===== src/design/rvs_pkg.sv =====
`default_nettype none

package rvs_pkg;

  localparam int unsigned MaxPairs = 1024;
  localparam int unsigned SlotW    = $clog2(MaxPairs);

  localparam logic [63:0] DblOne        = 64'h3FF0000000000000;
  localparam logic [63:0] DblSix        = 64'h4018000000000000;
  localparam logic [63:0] DblNan        = 64'h7FF8000000000000;
  localparam logic [63:0] DblFiveSixths = 64'h3FEAAAAAAAAAAAAB;
  localparam logic [31:0] SglNan        = 32'h7FC00000;

  typedef enum logic [1:0] {
    FpuAdd = 2'd0,
    FpuMul = 2'd1,
    FpuDiv = 2'd2
  } fpu_op_e;

  typedef struct packed {
    logic [31:0] inst_distance;
    logic [31:0] avg_inv_cube;
    logic [9:0]  pair_number;
    logic        accumulate_enable;
    logic [31:0] group_bound;
    logic        last_in_group;
    logic        last_in_frame;
  } in_t;

  typedef struct packed {
    logic [31:0] pair_accum_value;
    logic        group_valid;
    logic [31:0] inst_violation;
    logic [31:0] avg_violation;
    logic [31:0] total_inst;
    logic [31:0] total_avg;
    logic        frame_done;
  } out_t;

  // seeds of the inverse sixth root, 2^(-r/6)
  function automatic logic [63:0] root_seed(input logic [2:0] r);
    logic [63:0] v;
    case (r)
      3'd1:    v = $realtobits(0.8908987181403393);
      3'd2:    v = $realtobits(0.7937005259840998);
      3'd3:    v = $realtobits(0.7071067811865476);
      3'd4:    v = $realtobits(0.6299605249474366);
      3'd5:    v = $realtobits(0.5612310241546865);
      default: v = DblOne;
    endcase
    return v;
  endfunction

  // single to double, exact
  function automatic logic [63:0] from_sgl(input logic [31:0] f);
    logic [63:0] d;
    logic [4:0]  p;
    logic [51:0] m;
    p = 5'd0;
    for (int i = 0; i < 23; i++) begin
      if (f[i]) p = 5'(i);
    end
    m = 52'({29'b0, f[22:0]} << (6'd52 - {1'b0, p}));
    if (f[30:23] == 8'hFF) begin
      d = {f[31], 11'h7FF, f[22:0], 29'b0};
    end else if (f[30:23] != 8'h00) begin
      d = {f[31], 11'({3'b0, f[30:23]} + 11'd896), f[22:0], 29'b0};
    end else if (f[22:0] == 23'd0) begin
      d = {f[31], 63'b0};
    end else begin
      d = {f[31], 11'({6'b0, p} + 11'd874), m};
    end
    return d;
  endfunction

  // double to single, round to nearest even, nan made canonical
  function automatic logic [31:0] to_sgl(input logic [63:0] d);
    logic [31:0]        s;
    logic signed [12:0] e;
    logic signed [12:0] sh;
    logic [116:0]       ext;
    logic               inc;
    e = $signed({2'b00, d[62:52]}) - 13'sd1023;
    sh = -e - 13'sd97;
    ext = {1'b1, d[51:0], 64'b0} >> sh[6:0];
    if (d[62:52] == 11'h7FF) begin
      s = (d[51:0] != 52'd0) ? SglNan : {d[63], 8'hFF, 23'b0};
    end else if (d[62:52] == 11'd0) begin
      s = {d[63], 31'b0};
    end else if (e > 13'sd127) begin
      s = {d[63], 8'hFF, 23'b0};
    end else if (e >= -13'sd126) begin
      inc = d[28] & ((|d[27:0]) | d[29]);
      s = {d[63], 8'(e + 13'sd127), d[51:29]} + {31'b0, inc};
    end else if (sh > 13'sd54) begin
      s = {d[63], 31'b0};
    end else begin
      inc = ext[63] & ((|ext[62:0]) | ext[64]);
      s = {d[63], 31'({8'b0, ext[86:64]} + {30'b0, inc})};
    end
    return s;
  endfunction

endpackage

`default_nettype wire


===== src/design/rvs_fpu.sv =====
`default_nettype none

module rvs_fpu
  import rvs_pkg::*;
(
  input  logic        clk_i,
  input  logic        rst_ni,
  input  logic        start_i,
  input  fpu_op_e     op_i,
  input  logic [63:0] a_i,
  input  logic [63:0] b_i,
  output logic        done_o,
  output logic [63:0] res_o
);

  typedef enum logic [3:0] {
    FIdle = 4'b0001,
    FMul  = 4'b0010,
    FDiv  = 4'b0100,
    FNorm = 4'b1000
  } fst_e;

  typedef struct packed {
    logic               s;
    logic               zero;
    logic               inf;
    logic               nan;
    logic signed [12:0] e;
    logic [52:0]        m;
  } unp_t;

  function automatic unp_t unpack(input logic [63:0] d);
    unp_t u;
    u.s    = d[63];
    u.zero = (d[62:52] == 11'd0);
    u.inf  = (d[62:52] == 11'h7FF) && (d[51:0] == 52'd0);
    u.nan  = (d[62:52] == 11'h7FF) && (d[51:0] != 52'd0);
    u.e    = $signed({2'b00, d[62:52]}) - 13'sd1023;
    u.m    = {1'b1, d[51:0]};
    return u;
  endfunction

  fst_e               fst_q;
  logic               done_q;
  logic [63:0]        res_q;
  logic [59:0]        rm_q;
  logic signed [12:0] re_q;
  logic               rs_q;
  logic               st_q;
  logic [52:0]        ma_q;
  logic [52:0]        mb_q;
  logic [105:0]       acc_q;
  logic [53:0]        pp_q;
  logic [6:0]         psh_q;
  logic [5:0]         cnt_q;
  logic [53:0]        rem_q;

  unp_t        ua, ub, ubig, usml;
  logic        spec;
  logic [63:0] spec_res;
  logic [12:0] dexp;
  logic [58:0] sm, shifted;
  logic        lost;
  logic [59:0] bm, sml, sum;
  logic [26:0] mx, my;
  logic [6:0]  psh;
  logic        div_ge;
  logic [53:0] div_rem;
  logic [52:0] mant;
  logic        rinc;
  logic [53:0] mr;
  logic signed [13:0] biased;
  logic [63:0] packed_res;

  // operand decode and special values
  always_comb begin
    ua = unpack(a_i);
    ub = unpack(b_i);
    spec = 1'b1;
    spec_res = '0;
    unique case (op_i)
      FpuAdd: begin
        if (ua.nan || ub.nan || (ua.inf && ub.inf && (ua.s != ub.s))) spec_res = DblNan;
        else if (ua.inf) spec_res = a_i;
        else if (ub.inf) spec_res = b_i;
        else if (ua.zero && ub.zero) spec_res = {ua.s & ub.s, 63'b0};
        else if (ua.zero) spec_res = b_i;
        else if (ub.zero) spec_res = a_i;
        else spec = 1'b0;
      end
      FpuMul: begin
        if (ua.nan || ub.nan || (ua.inf && ub.zero) || (ua.zero && ub.inf)) spec_res = DblNan;
        else if (ua.inf || ub.inf) spec_res = {ua.s ^ ub.s, 11'h7FF, 52'b0};
        else if (ua.zero || ub.zero) spec_res = {ua.s ^ ub.s, 63'b0};
        else spec = 1'b0;
      end
      FpuDiv: begin
        if (ua.nan || ub.nan || (ua.zero && ub.zero) || (ua.inf && ub.inf)) spec_res = DblNan;
        else if (ua.inf || ub.zero) spec_res = {ua.s ^ ub.s, 11'h7FF, 52'b0};
        else if (ua.zero || ub.inf) spec_res = {ua.s ^ ub.s, 63'b0};
        else spec = 1'b0;
      end
      default: spec_res = DblNan;
    endcase
  end

  // add alignment with sticky jam
  always_comb begin
    if (a_i[62:0] >= b_i[62:0]) begin
      ubig = ua;
      usml = ub;
    end else begin
      ubig = ub;
      usml = ua;
    end
    dexp = 13'(ubig.e - usml.e);
    sm = {usml.m, 6'b0};
    if (dexp >= 13'd59) begin
      shifted = '0;
      lost = 1'b1;
    end else begin
      shifted = sm >> dexp;
      lost = ((shifted << dexp) != sm);
    end
    bm = {1'b0, ubig.m, 6'b0};
    sml = {1'b0, shifted | {58'b0, lost}};
    sum = (ua.s != ub.s) ? (bm - sml) : (bm + sml);
  end

  // partial product select
  always_comb begin
    case (cnt_q[1:0])
      2'd0: begin mx = ma_q[26:0];          my = mb_q[26:0];          psh = 7'd0;  end
      2'd1: begin mx = ma_q[26:0];          my = {1'b0, mb_q[52:27]}; psh = 7'd27; end
      2'd2: begin mx = {1'b0, ma_q[52:27]}; my = mb_q[26:0];          psh = 7'd27; end
      default: begin
        mx = {1'b0, ma_q[52:27]};
        my = {1'b0, mb_q[52:27]};
        psh = 7'd54;
      end
    endcase
  end

  assign div_ge  = (rem_q >= {1'b0, mb_q});
  assign div_rem = div_ge ? (rem_q - {1'b0, mb_q}) : rem_q;

  // round and pack
  always_comb begin
    mant = rm_q[58:6];
    rinc = rm_q[5] & ((|rm_q[4:0]) | st_q | mant[0]);
    mr = {1'b0, mant} + {53'b0, rinc};
    biased = 14'(re_q) + 14'sd1023 + (mr[53] ? 14'sd1 : 14'sd0);
    if (biased >= 14'sd2047) packed_res = {rs_q, 11'h7FF, 52'b0};
    else if (biased <= 14'sd0) packed_res = {rs_q, 63'b0};
    else packed_res = {rs_q, 11'(biased), mr[53] ? 52'b0 : mr[51:0]};
  end

  always_ff @(posedge clk_i or negedge rst_ni) begin
    if (!rst_ni) begin
      fst_q  <= FIdle;
      done_q <= 1'b0;
    end else begin
      done_q <= 1'b0;
      unique case (fst_q)
        FIdle: begin
          if (start_i) begin
            if (spec) begin
              res_q  <= spec_res;
              done_q <= 1'b1;
            end else begin
              case (op_i)
                FpuAdd: begin
                  rm_q  <= sum;
                  re_q  <= ubig.e;
                  rs_q  <= ubig.s;
                  st_q  <= 1'b0;
                  fst_q <= FNorm;
                end
                FpuMul: begin
                  ma_q  <= ua.m;
                  mb_q  <= ub.m;
                  re_q  <= ua.e + ub.e;
                  rs_q  <= ua.s ^ ub.s;
                  acc_q <= '0;
                  cnt_q <= '0;
                  fst_q <= FMul;
                end
                default: begin
                  rem_q <= {1'b0, ua.m};
                  mb_q  <= ub.m;
                  re_q  <= ua.e - ub.e;
                  rs_q  <= ua.s ^ ub.s;
                  rm_q  <= '0;
                  cnt_q <= '0;
                  fst_q <= FDiv;
                end
              endcase
            end
          end
        end
        FMul: begin
          // one 27x27 product a cycle, accumulated the cycle after
          pp_q  <= 54'(mx) * 54'(my);
          psh_q <= psh;
          cnt_q <= cnt_q + 6'd1;
          if (cnt_q != 6'd0 && cnt_q <= 6'd4) begin
            acc_q <= acc_q + (106'(pp_q) << psh_q);
          end
          if (cnt_q == 6'd5) begin
            rm_q  <= acc_q[105:46];
            st_q  <= |acc_q[45:0];
            fst_q <= FNorm;
          end
        end
        FDiv: begin
          // restoring, one quotient bit a cycle
          rm_q  <= {rm_q[58:0], div_ge};
          rem_q <= {div_rem[52:0], 1'b0};
          cnt_q <= cnt_q + 6'd1;
          if (cnt_q == 6'd58) begin
            st_q  <= (div_rem != 54'd0);
            fst_q <= FNorm;
          end
        end
        FNorm: begin
          if (rm_q == 60'd0) begin
            res_q  <= 64'd0;
            done_q <= 1'b1;
            fst_q  <= FIdle;
          end else if (rm_q[59]) begin
            rm_q <= rm_q >> 1;
            st_q <= st_q | rm_q[0];
            re_q <= re_q + 13'sd1;
          end else if (!rm_q[58]) begin
            rm_q <= rm_q << 1;
            re_q <= re_q - 13'sd1;
          end else begin
            res_q  <= packed_res;
            done_q <= 1'b1;
            fst_q  <= FIdle;
          end
        end
        default: fst_q <= FIdle;
      endcase
    end
  end

  assign done_o = done_q;
  assign res_o  = res_q;

endmodule

`default_nettype wire


===== config.mk =====
export PLATFORM = sky130hd
export DESIGN_NAME = rvs_fpu
export DESIGN_NICKNAME = d
export VERILOG_FILES = /design/src/design/rvs_pkg.sv /design/src/design/rvs_fpu.sv
export SDC_FILE = /design/constraint.sdc
export NUM_CORES = 2
export LEC_CHECK = 0
export BUFFER_PORTS_ARGS = -buffer_cell sky130_fd_sc_hd__buf_2
export CAP_MARGIN = 30
export CORE_ASPECT_RATIO = 1.2
export CORE_MARGIN = 5
export CORE_UTILIZATION = 47
export DETAILED_ROUTE_END_ITERATION = 8
export MAX_ROUTING_LAYER = met4
export PLACE_DENSITY = 0.61
export SETUP_SLACK_MARGIN = 0.15
export SLEW_MARGIN = 30
export SYNTH_ARGS = -nofsm -noshare
export SYNTH_HDL_FRONTEND = slang
export SYNTH_SLANG_ARGS = --single-unit

===== constraint.sdc =====
create_clock -name clk_i -period 22.7 [get_ports clk_i]
set_clock_uncertainty 0.05 [all_clocks]
set_input_delay 2.27 -clock clk_i [delete_from_list [all_inputs] [get_ports clk_i]]
set_output_delay 2.27 -clock clk_i [all_outputs]
set_load 0.01 [all_outputs]

==> metrics.md <==
| Metric | Value |
|---|---|
| Post-synthesis register bit count | 471 |
| Critical path type | in2reg |
| First-pass GRT wire length | between 600 and 700 mm |
| Crit Path Max Fanout | 44 |
| Final WS setup | 4.538 ns |
| Area of the multi-input gates | 58880 sq um |
| Longest Clk Path Bufs | 3 |
| Syn-to-layout area delta | 8.459% |
| Worst slack at placement | roughly 4.9 ns |
| Clock Latency Late Sink | 0.74 ns |
| Post-Synth Simple-Gate Area | 0.1907 |
| Initial antenna violation count | 34 |
| Placed Area | 82590 sq um |
| Final setup vio count | 0 |
| Mux cell area share after synthesis | 0.05833 |
| Clk Tree Root Cell | clkbuf_16 |
| Fin crit period | 18.16 ns |
| Design Area, Final | 84800 sq um |
| Synth Area in Compound Gates | 0.2040 |
| Main combinational cell family by area after synthesis | adder cells |
| Post-CTS resize count | 0 |
| Area of the die | 174600 sq um |
| Post-route DRC | 6 |
| F_max | 55.06 MHz |
| Adder-cell area share of the yosys netlist | 0.2516 |
| Routed length on met1 | 146.9 mm |
| Fill count | 15370 |
| Number of synthesized flops with an enable pin | ~470 |
| XOR/XNOR Fraction of Synth Area | 0.03741 |
| Initial core utilization | 0.4710 |
| Most used cell along the critical path | buf_4 |
| Die Y-Extent | 456.8 um |
| TritonCTS clock tree | yes |
| Post-Route WL | between 400 and 500 mm |
| Critical path's slowest cell | nor4_2 |
| Final period util | 0.8001 |
| Dpl hpwl | about 350 mm |
| WL met2 | about 190 mm |
| Final hold violations | 0 |
| Mapped Avg Cell Area | 8.129 sq um |
| Final Max Tran Viols | 0 |
| # H-tree levels | 2 |
| CP peak stage delay | 0.95 ns |
| Req. time, crit path | 23.11 ns |
| Top Ports | roughly 200 |
| Hold_buf cts | 0 |
| Status | complete, but fails checks |
| Global router's overall resource usage | 0.5182 |
| Mapped cell area | approximately 78000 sq um |
| Worst Hold Class | reg2reg |
| Startpoint Class | input port |
| Storage cell area | 14120 sq um |
| RSZ-0062 raised after global routing | no |
| Clock Sinks | 471 |
| Max Cap Viol | 0 |
| Syn_nets | 10950 |
| Nets@finish | ~11000 |
| GR Overflow Total | 0 |
| Register area share after synthesis | 0.1806 |
| TNS Setup | 0 ns |
| Relative slew slack | 0.1524 |
| Ys flop type | edfxtp_1 |
| Crit path arrival time | 18.57 ns |
| Violated checks | design-rule violations |
| Vias per inst | a little over 7 |
| Placer Congestion | 1.162 |
| CTS clock-pin slew for the worst setup and hold paths | 0.06 ns |
| Setup Fix Bufs, Post-CTS | 0 |
| Fraction of layout cells with a size suffix above 1 | 0.1024 |
| Largest net degree at the start of global routing | approximately 140 |
| DR vias | 84010 |
| Top routing layer used | met4 |
| Vias in the first global route | just over 80000 |
| Die width | around 380 um |
| Post-synthesis async set-or-reset flop share | 0.01062 |
| Antenna-violating nets left | 0 |
| Number of DRC markers in iteration 0 | 12320 |
| Ys Warns | 0 |
| Row cnt | around 160 |
| I/O Buffers | 197 |
| Met3 Routed Length | around 53 mm |
| Cells after Synth | between 9000 and 10000 |
| Worst Tran Pin Value | ~1.3 ns |
| First-pass DRT Iterations | 9 |
| Distinct cells, synth | 118 |
| Core Area | 166000 sq um |
| WL per Instance | 38.32 um |
| CTS Buf Count | 56 |
| Crit end category | flop |
## final cells by class
| cell class | count | share of cell area |
|---|---|---|
| multi-input cells | 7566 | 0.6944 |
| flip-flops and latches | 471 | 0.1665 |
| inverters | 989 | 0.04379 |
| repair buffers | 509 | 0.04018 |
| well taps | 2158 | 0.03184 |
| clock buffers | 63 | 0.01683 |
| clock inverters | 39 | 0.005297 |
| diodes | 40 | 0.001180 |
## sequential cells by signal, indices dropped and copies added (netlist names)
signal / count
rem_q: 54
rm_q: 60
ma_q: 52
mb_q: 52
st_q: 1
done_o: 1
cnt_q: 6
rs_q: 1
res_o: 64
acc_q: 106
re_q: 13
fst_q: 4
pp_q: 54
psh_q: 3
## cell usage after synthesis, drive strengths merged, types with 24 or more instances
cell | instances | area (sq um)
nand2 | 1338 | 5030
mux2i | 216 | 2162
nor2b | 84 | 525.5
a21boi | 31 | 240.2
a21oi | 576 | 2898
a221oi | 45 | 412.9
a22oi | 96 | 720.7
nand4 | 95 | 600.6
a22o | 30 | 262.8
o21ai | 534 | 2684
o211ai | 61 | 457.9
o221ai | 36 | 321.6
and2 | 109 | 681.9
fa | 630 | 12610
o2111ai | 24 | 216.5
a222oi | 70 | 700.7
o21a | 40 | 301.5
mux2 | 73 | 822.0
a2111oi | 28 | 270.3
nor4 | 132 | 862.1
o22ai | 136 | 850.8
or2 | 29 | 181.4
xor2 | 115 | 1007
o21bai | 51 | 382.9
o41ai | 25 | 226.5
nor3 | 189 | 950.9
a21o | 171 | 1284
inv | 987 | 3705
mux4 | 70 | 1577
edfxtp | 466 | 13990
and3 | 79 | 494.2
a31oi | 66 | 412.9
nand2b | 65 | 406.6
buf | 101 | 494.2
xnor2 | 219 | 1918
nor2 | 789 | 2962
a211oi | 105 | 798.3
ha | 564 | 7057
o31ai | 41 | 327.8
or3 | 38 | 237.7
clkbuf | 491 | 1848
nand3 | 249 | 1251
## kinds of logic after synthesis
kind of cell	count (synthesis)
AND/OR/NAND/NOR	3282
AO/OA/AOI/OAI	2397
buffers and inverters	1581
adder cells (fa/ha/maj)	1194
flip-flops	471
multiplexers	359
XOR/XNOR	334
## cells in the final DEF, fill, tap and decap left out, types with 79 or more instances in the layout
cell         n
nand4_1     94
nor3_1     181
a21oi_1    558
inv_1      986
o21ai_0    457
o22ai_1    134
ha_1       562
and3_1      79
buf_2      200
buf_4      296
a211oi_1    97
nand2_1   1330
mux2i_1    205
nor4_1     123
a21o_1     170
nor2_1     763
fa_1       629
and2_1     106
xor2_1     113
a22oi_1     93
edfxtp_1   466
nor2b_1     84
nand3_1    245
xnor2_1    214
## layer usage
metal | up-vias | GRT usage
li1 | 34060 | -
met1 | 40590 | 0.5415
met2 | 6723 | 0.7555
met3 | 2649 | 0.1685
met4 | 0 | 0.5153
met5 | - | -
## path summary, 6_finish.rpt
kind / from / endpoint / slack, ns / cells past startpoint
max: b_i[49] / rm_q[58] / 4.54 / 49
min: rm_q[4] / rm_q[3] / 0.59 / 2
max reg2reg: cnt_q[0] / pp_q[53] / 9.55 / 45
min reg2reg: rm_q[4] / rm_q[3] / 0.59 / 2
max in group asynchronous: rst_ni / fst_q[0] / 21.03 / 1
min in group asynchronous: rst_ni / done_o / 1.33 / 1
## stage by stage
step	hold slack, ns	cells	util
finish	0.5856	11840	0.5108
global route	0.6054	11820	0.5106
CTS	0.5818	11790	0.5088
detailed placement	0.5671	11680	0.4975
global placement	0.5274	11680	0.4965
floorplan	0.5087	9618	-
## worst max-delay path: cells and delay by family
family,cells,cell delay (ns)
XOR/XNOR,2,0.46
adder cells (fa/ha/maj),3,1.14
multiplexers,1,0.61
AND/OR/NAND/NOR,12,4.15
buffers and inverters,6,2.41
AO/OA/AOI/OAI,25,7.33
Power is left out: the tool's default activity adds up to more than one toggle a clock period on the data nets, which glitch-free logic cannot reach.
